## config.mk

```make
export PLATFORM = sky130hd
export DESIGN_NAME = tsr_ctrl
export DESIGN_NICKNAME = d
export VERILOG_FILES = /design/src/rtl/tour_segment_reversal_unit_macros.svh /design/src/rtl/tsr_pkg.sv /design/src/rtl/tsr_ctrl.sv
export SDC_FILE = /design/constraint.sdc
export NUM_CORES = 1
export LEC_CHECK = 0
export ABC_CLOCK_PERIOD_IN_PS = 3000
export BUFFER_PORTS_ARGS = -buffer_cell sky130_fd_sc_hd__buf_4
export CORE_MARGIN = 2
export CORE_UTILIZATION = 54
export DETAILED_ROUTE_END_ITERATION = 10
export PLACE_DENSITY = 0.79
export RECOVER_POWER = 50
export SYNTH_ARGS = -nofsm -noshare
export SYNTH_HDL_FRONTEND = slang
export SYNTH_SLANG_ARGS = --single-unit
```

## constraint.sdc

```tcl
create_clock -name aclk -period 3 [get_ports aclk]
set_clock_uncertainty 0.2 [all_clocks]
set_input_delay 0.45 -clock aclk [delete_from_list [all_inputs] [get_ports aclk]]
set_output_delay 0.45 -clock aclk [all_outputs]
set_load 0.02 [all_outputs]
```

## src/rtl/tour_segment_reversal_unit_macros.svh

```systemverilog
// Assertion macros for the tour segment reversal unit.
// Needs aclk and aresetn in the scope where a macro is used.
`ifndef TOUR_SEGMENT_REVERSAL_UNIT_MACROS_SVH
`define TOUR_SEGMENT_REVERSAL_UNIT_MACROS_SVH

// Same-cycle implication, disabled during reset
`define TSR_ASSERT_NOW(label, ante, cons, msg) \
    label: assert property (@(posedge aclk) disable iff (!aresetn) (ante) |-> (cons)) \
        else $error(msg);

// Next-cycle implication, disabled during reset
`define TSR_ASSERT_NEXT(label, ante, cons, msg) \
    label: assert property (@(posedge aclk) disable iff (!aresetn) (ante) |=> (cons)) \
        else $error(msg);

`endif

```

## src/rtl/tsr_pkg.sv

```systemverilog
// Shared constants, opcodes and controller/datapath interface structs
// for the tour segment reversal unit. No dependencies.
`default_nettype none

package tsr_pkg;

    localparam int MAX_CITIES = 1024;
    localparam int SLOT_W     = 10;          // slot, city and position width
    localparam int CNT_W      = SLOT_W + 1;  // city count register width

    typedef enum logic [1:0] {
        OP_LOAD      = 2'd0,
        OP_READ_SLOT = 2'd1,
        OP_READ_POS  = 2'd2,
        OP_REVERSE   = 2'd3
    } opcode_t;

    // Commands from the controller to the datapath
    typedef struct packed {
        logic capture;    // input transfer: latch operands
        logic load_wr;    // write both maps for a load
        logic rd_slot;    // read tour at start slot
        logic rd_pos;     // read position of city
        logic swap_rd_a;  // read tour at front pointer
        logic swap_rd_b;  // read tour at back pointer
        logic swap_wr_a;  // write back value to front slot
        logic swap_wr_b;  // write front value to back slot, step pointers
        logic pos_rd;     // read tour at rewrite pointer, step it
        logic resp_load;  // load the result register
    } dp_cmd_t;

    // Status from the datapath to the controller
    typedef struct packed {
        opcode_t op;
        logic    err;
        logic    swaps_zero;
        logic    swaps_last;
        logic    len_zero;
        logic    pos_last;
        logic    out_free;
    } dp_status_t;

endpackage

`default_nettype wire

```

## src/rtl/tsr_ctrl.sv

```systemverilog
// Controller state machine of the tour segment reversal unit.
// Depends on tsr_pkg for the command and status structs.
`default_nettype none

module tsr_ctrl
    import tsr_pkg::*;
(
    input  wire logic       aclk,
    input  wire logic       aresetn,
    input  wire logic       s_valid,
    output logic            s_ready,
    input  wire dp_status_t status,
    output dp_cmd_t         cmd
);

    typedef enum logic [8:0] {
        ST_IDLE     = 9'b000000001,
        ST_DECODE   = 9'b000000010,
        ST_RD_WAIT  = 9'b000000100,
        ST_SWAP_RDA = 9'b000001000,
        ST_SWAP_RDB = 9'b000010000,
        ST_SWAP_WRA = 9'b000100000,
        ST_SWAP_WRB = 9'b001000000,
        ST_POS_RD   = 9'b010000000,
        ST_POS_DONE = 9'b100000000
    } state_t;

    // Finished result waiting for the output register, tracked beside the main state
    typedef enum logic [1:0] {
        RS_NONE = 2'b01,
        RS_WAIT = 2'b10
    } resp_t;

    state_t state_reg, state_next;
    resp_t  resp_reg, resp_next;

    // Advance the state machine
    always_ff @(posedge aclk) begin
        if (!aresetn) begin
            state_reg <= ST_IDLE;
            resp_reg  <= RS_NONE;
        end else begin
            state_reg <= state_next;
            resp_reg  <= resp_next;
        end
    end

    // Accept a new item only when no operation or result is pending
    assign s_ready = (state_reg == ST_IDLE) && (resp_reg == RS_NONE);

    always_comb begin
        state_next = state_reg;
        resp_next  = resp_reg;
        cmd        = '0;

        // Hand the finished result to the output register once it is free
        if (resp_reg == RS_WAIT && status.out_free) begin
            cmd.resp_load = 1'b1;
            resp_next     = RS_NONE;
        end

        unique case (state_reg)
            ST_IDLE: begin
                if (s_valid && s_ready) begin
                    cmd.capture = 1'b1;
                    state_next  = ST_DECODE;
                end
            end
            ST_DECODE: begin
                if (status.err) begin
                    resp_next  = RS_WAIT;
                    state_next = ST_IDLE;
                end else begin
                    unique case (status.op)
                        OP_LOAD: begin
                            cmd.load_wr = 1'b1;
                            resp_next   = RS_WAIT;
                            state_next  = ST_IDLE;
                        end
                        OP_READ_SLOT: begin
                            cmd.rd_slot = 1'b1;
                            state_next  = ST_RD_WAIT;
                        end
                        OP_READ_POS: begin
                            cmd.rd_pos = 1'b1;
                            state_next = ST_RD_WAIT;
                        end
                        OP_REVERSE: begin
                            priority if (status.len_zero) begin
                                resp_next  = RS_WAIT;
                                state_next = ST_IDLE;
                            end else if (status.swaps_zero) begin
                                state_next = ST_POS_RD;
                            end else begin
                                state_next = ST_SWAP_RDA;
                            end
                        end
                        default: begin
                            state_next = ST_IDLE;
                        end
                    endcase
                end
            end
            ST_RD_WAIT: begin
                // Read data is registered in the RAM and holds until the next read
                resp_next  = RS_WAIT;
                state_next = ST_IDLE;
            end
            ST_SWAP_RDA: begin
                cmd.swap_rd_a = 1'b1;
                state_next    = ST_SWAP_RDB;
            end
            ST_SWAP_RDB: begin
                cmd.swap_rd_b = 1'b1;
                state_next    = ST_SWAP_WRA;
            end
            ST_SWAP_WRA: begin
                cmd.swap_wr_a = 1'b1;
                state_next    = ST_SWAP_WRB;
            end
            ST_SWAP_WRB: begin
                cmd.swap_wr_b = 1'b1;
                state_next    = status.swaps_last ? ST_POS_RD : ST_SWAP_RDA;
            end
            ST_POS_RD: begin
                cmd.pos_rd = 1'b1;
                if (status.pos_last) begin
                    state_next = ST_POS_DONE;
                end
            end
            ST_POS_DONE: begin
                // Last position write drains this cycle
                resp_next  = RS_WAIT;
                state_next = ST_IDLE;
            end
            default: begin
                state_next = ST_IDLE;
            end
        endcase
    end

endmodule

`default_nettype wire

```

# Word-level counts from Yosys, hierarchy flattened
# Index checks and enable logic that the tools add are counted.
dict set report op_classes {
  n_mux 26
  eq_ne 16
  n_reduce_logical 7
}
# op count
set op_table {}
lappend op_table {{$pmux 9 s7} 1}
lappend op_table {{$mux 9} 4}
lappend op_table {{$pmux 9 s3} 1}
lappend op_table {{$mux 8} 2}
lappend op_table {{$mux 1} 11}
lappend op_table {{$eq 9x1->1 const B} 1}
lappend op_table {{$eq 9x2->1 const B} 1}
lappend op_table {{$eq 9x3->1 const B} 1}
lappend op_table {{$eq 9x4->1 const B} 1}
lappend op_table {{$eq 9x5->1 const B} 1}
lappend op_table {{$eq 9x6->1 const B} 1}
lappend op_table {{$eq 9x7->1 const B} 1}
lappend op_table {{$eq 9x8->1 const B} 1}
lappend op_table {{$eq 9x9->1 const B} 1}
lappend op_table {{$pmux 2 s2} 2}
lappend op_table {{$eq 2x2->1 const B} 3}
lappend op_table {{$mux 2} 3}
lappend op_table {{$mux 3} 2}
lappend op_table {{$eq 2x1->1 const B} 2}
lappend op_table {{$reduce_or 2->1} 2}
lappend op_table {{$logic_and 1x1->1} 3}
lappend op_table {{$logic_not 2->1} 1}
lappend op_table {{$ne 2x1->1 const B} 1}
lappend op_table {{$ne 2x2->1 const B} 1}
lappend op_table {{$reduce_and 2->1} 1}
dict set report word_totals {
  regBits 11
  word_cells 51
  output_inout_bits 11
  inputBits 11
}

# Logic depth before layout (Yosys ltp)
dict set report logic_depth {
  word_depth 7
  depth_mapped 6
}

# Least setup slack after synthesis
# OpenSTA, ideal clock, no wires.
dict set report synth_path {
  kind {register -> output}
  startpoint {register state_reg[6]}
  endpoint {output port s_ready}
  required_ns 2.350
  slack_ns 0.913
  path_buffers 0
  arrival_time_ns 1.437
  path_stages_with_launch 4
  path_cell_list {dfxtp_1 -> nor4_4 -> nand3_1 -> nor3b_1}
}
dict set report synth_via {
  elab_chain_cells 2
}
# item line
set synth_rtl {}
lappend synth_rtl {{from (decl)} tsr_ctrl.sv:34} ;# state_t state_reg, state_next;
lappend synth_rtl {{from (signal assigned)} tsr_ctrl.sv:43} ;# state_reg <= state_next;
lappend synth_rtl {{$eq 9x1->1} tsr_ctrl.sv:49} ;# assign s_ready = (state_reg == ST_IDLE) && (resp_reg == RS_NONE);
lappend synth_rtl {{$logic_and 1x1->1} tsr_ctrl.sv:49}
lappend synth_rtl {{to (decl)} tsr_ctrl.sv:11} ;# output logic s_ready,
# Every way passes these cells.

==> insert_results.sql <==
INSERT INTO impl_metrics (metric_group, metric, value, unit) VALUES
('clocking', 'post-cts-setup-buffer-count', '0', ''),
('worst_setup_path', 'critPathKind', 'flip-flop to output port', ''),
('floorplan', 'die-area', '1810', 'um^2'),
('floorplan', 'ioPinCount', '22', ''),
('place', 'place.port_buffers', '21', ''),
('power_and_ir_drop', 'p_int', '0.000271', 'W'),
('global_route', 'grt_antenna_before_repair', '0', ''),
('routing', 'drt_wl_total', '1.81', 'mm'),
('timing', 'final-hold-violation-count', '0', ''),
('power_and_ir_drop', 'clockPowerShare', '25.0', '%'),
('yosys', 'number_of_enable_type_register_cells_in_the_synthesized_netlist', '0', ''),
('hold_path', 'holdCritPathClass', 'input pin to flip-flop', ''),
('worst_setup_path', 'crit_path_cell_trace', 'nor4_1 -> nand4b_1 -> inv_1 -> buf_4', ''),
('cells_and_area', 'layout-area-overhead-vs-synth', '19.9', '%'),
('routing', 'detail_route.vias_per_cell', '5.68', ''),
('routing', 'routed-via-count', '761', ''),
('cells_and_area', 'layout.nets', '135', ''),
('clocking', 'clock-sinks', '11', ''),
('floorplan', 'die_height', '42.6', 'um'),
('floorplan', 'start_util', '59.6', '%'),
('yosys', 'synth-seq-area-share', '27.4', '%'),
('timing', 'finalSetupViolations', '0', ''),
('timing', 'post_route_clock_period_utilization', '87.0', '%'),
('worst_setup_path', 'critPathSlowestCell', 'nor4_1', ''),
('clocking', 'ctsResizeCount', '0', ''),
('clocking', 'cts-hold-fix-buffers', '0', ''),
('timing', 'max_clock_freq', '383', 'MHz'),
('clocking', 'clockBufferDepth', '2', ''),
('flow_run', 'drv.max_cap_violation_count', '0', ''),
('clocking', 'clock_buffers_created_by_tritoncts', '3', ''),
('timing', 'final.setup.tns', '0', 'ps'),
('power_and_ir_drop', 'p_leak', '0.441', 'nW'),
('place', 'hpwlAfterDp', '1.42', 'mm'),
('routing', 'post_drt_wl_per_cell', '13.5', 'um'),
('clocking', 'cts_tree', 'yes', ''),
('routing', 'detail_route.iter0.violations', '10', ''),
('timing', 'final_min_period', '2610', 'ps'),
('cells_and_area', 'layout.cells.most_common_list', 'buf_4 (20), nor2_1 (11), dfxtp_1 (11)', ''),
('yosys', 'synthArstFlopShare', '0', '%'),
('timing', 'least_margin_pin_slew', '957', 'ps'),
('yosys', 'synth.distinct_cells', '40', ''),
('clocking', 'ctsRootBufferMaster', 'clkbuf_4', ''),
('global_route', 'grt_max_degree', '10', ''),
('floorplan', 'rows', '13', ''),
('timing', 'slew-limit-headroom', '35.6', '%'),
('cells_and_area', 'num_antenna_cells', '0', ''),
('cells_and_area', 'stdcell_area', '965', 'um^2'),
('clocking', 'clock_latency', '270', 'ps'),
('timing', 'timing.final.max_slew_violations', '0', ''),
('power_and_ir_drop', 'largest_voltage_drop_on_the_vdd_net', '0.413', 'mV'),
('clocking', 'worst_setup_hold_path_clk_slew', '80', 'ps'),
('routing', 'remaining_drc_errors', '0', ''),
('global_route', 'gr-usage-all-layers', '22.3', '%'),
('cells_and_area', 'drive_gt1_share', '26.9', '%'),
('power_and_ir_drop', 'p_per_area', '429', 'nW/um^2'),
('status', 'status', 'finished, final reports clean', ''),
('power_and_ir_drop', 'seq_power_share', '40.1', '%'),
('place', 'placement.cell_area', '981', 'um^2'),
('worst_setup_path', 'worst_setup_path_end_kind', 'output port', ''),
('place', 'placed_cells', '130', ''),
('routing', 'drtPass1Iterations', '4', ''),
('worst_setup_path', 'start_kind', 'flip-flop', ''),
('place', 'place_congestion', '0.835', ''),
('worst_setup_path', 'cp_top_family', 'simple AND/OR/NAND/NOR gates', ''),
('routing', 'antenna_violating_nets_post_route', '0', ''),
('timing', 'fin_worst_hold_slack', '158', 'ps'),
('floorplan', 'fp.dieW', '42.6', 'um'),
('timing', 'rsz_0062_raised_after_global_routing', 'false', ''),
('yosys', 'syn_inst', '94', ''),
('worst_setup_path', 'crit_path_max_incr_delay', '810', 'ps'),
('cells_and_area', 'layout.cells.non_filler', '134', '');
==> logic make-up after synthesis <==
family / count (synthesis) / share of synthesized area (%)
buffers and inverters: 9 / 4.20
AND/OR/NAND/NOR: 48 / 40.6
AO/OA/AOI/OAI: 20 / 19.4
XOR/XNOR: 2 / 2.18
adder cells (fa/ha/maj): 4 / 6.22
flip-flops: 11 / 27.4
==> path summary, 6_finish.rpt <==
check        slack, ps  cells after the start         start      endpoint
min reg2reg        380                      2  state_reg[4]  state_reg[5]
min                160                      2       aresetn   resp_reg[0]
max                390                      4  state_reg[0]        cmd[2]
max reg2reg        450                      4  state_reg[0]  state_reg[4]
==> area by class of cell <==
type	instances	area (um^2)
Fill cell	135	385
Inverter	9	33.8
Tap cell	15	18.8
Sequential cell	11	220
Clock buffer	4	26.3
Timing Repair Buffer	21	154
Multi-Input combinational cell	74	512
==> metrics by stage <==
step	util, %	power [W]	worst slack (ps)
2_1_floorplan	-	0.000278	913
3_3_place_gp	72.7	0.000324	943
3_5_place_dp	72.7	0.000327	894
4_1_cts	74.6	0.000428	596
5_1_grt	71.5	0.000441	262
6_report	71.5	0.000414	390
==> power by group through the flow <==
| stage | Combinational, W | Clock [W] | Sequential, W |
|---|---|---|---|
| after floorplan | 0.000110 | 0 | 0.000168 |
| after global placement | 0.000153 | 0 | 0.000171 |
| after detailed placement | 0.000156 | 0 | 0.000171 |
| after CTS | 0.000157 | 0.000103 | 0.000167 |
| after global routing | 0.000160 | 0.000114 | 0.000167 |
| final | 0.000145 | 0.000104 | 0.000166 |
==> synthesized netlist by cell type, types with 2 or more instances <==
master    instances  share of area [%]
nand3b_1          2                1.9
nor3b_1           2                1.9
nand3_1           5                3.1
inv_1             9                4.2
a21oi_2           2                2.2
nand4b_1          2                2.2
nor3_1            2                1.2
and2_1            4                3.1
ha_1              4                6.2
a21oi_1           5                3.1
nor2b_1           2                1.6
nor2_2            2                1.6
dfxtp_1          11                 27
nor2_1           11                5.1
o21ai_0           2                1.2
and3_1            2                1.6
xnor2_1           2                2.2
o211ai_1          2                1.9
nand2_1           2               0.93
==> routing by layer <==
layer | vias to the layer above | track usage (%) | wire length, um | part of all wire [%]
met5 | - | 0 | 0 | 0
met3 | 2 | 5.17 | 77 | 4.3
met4 | 0 | 5.63 | 17 | 0.94
met2 | 18 | 36.3 | 872 | 48
li1 | 386 | - | - | -
met1 | 355 | 29.7 | 840 | 46
No activity file was read; power rests on OpenSTA's default activity.
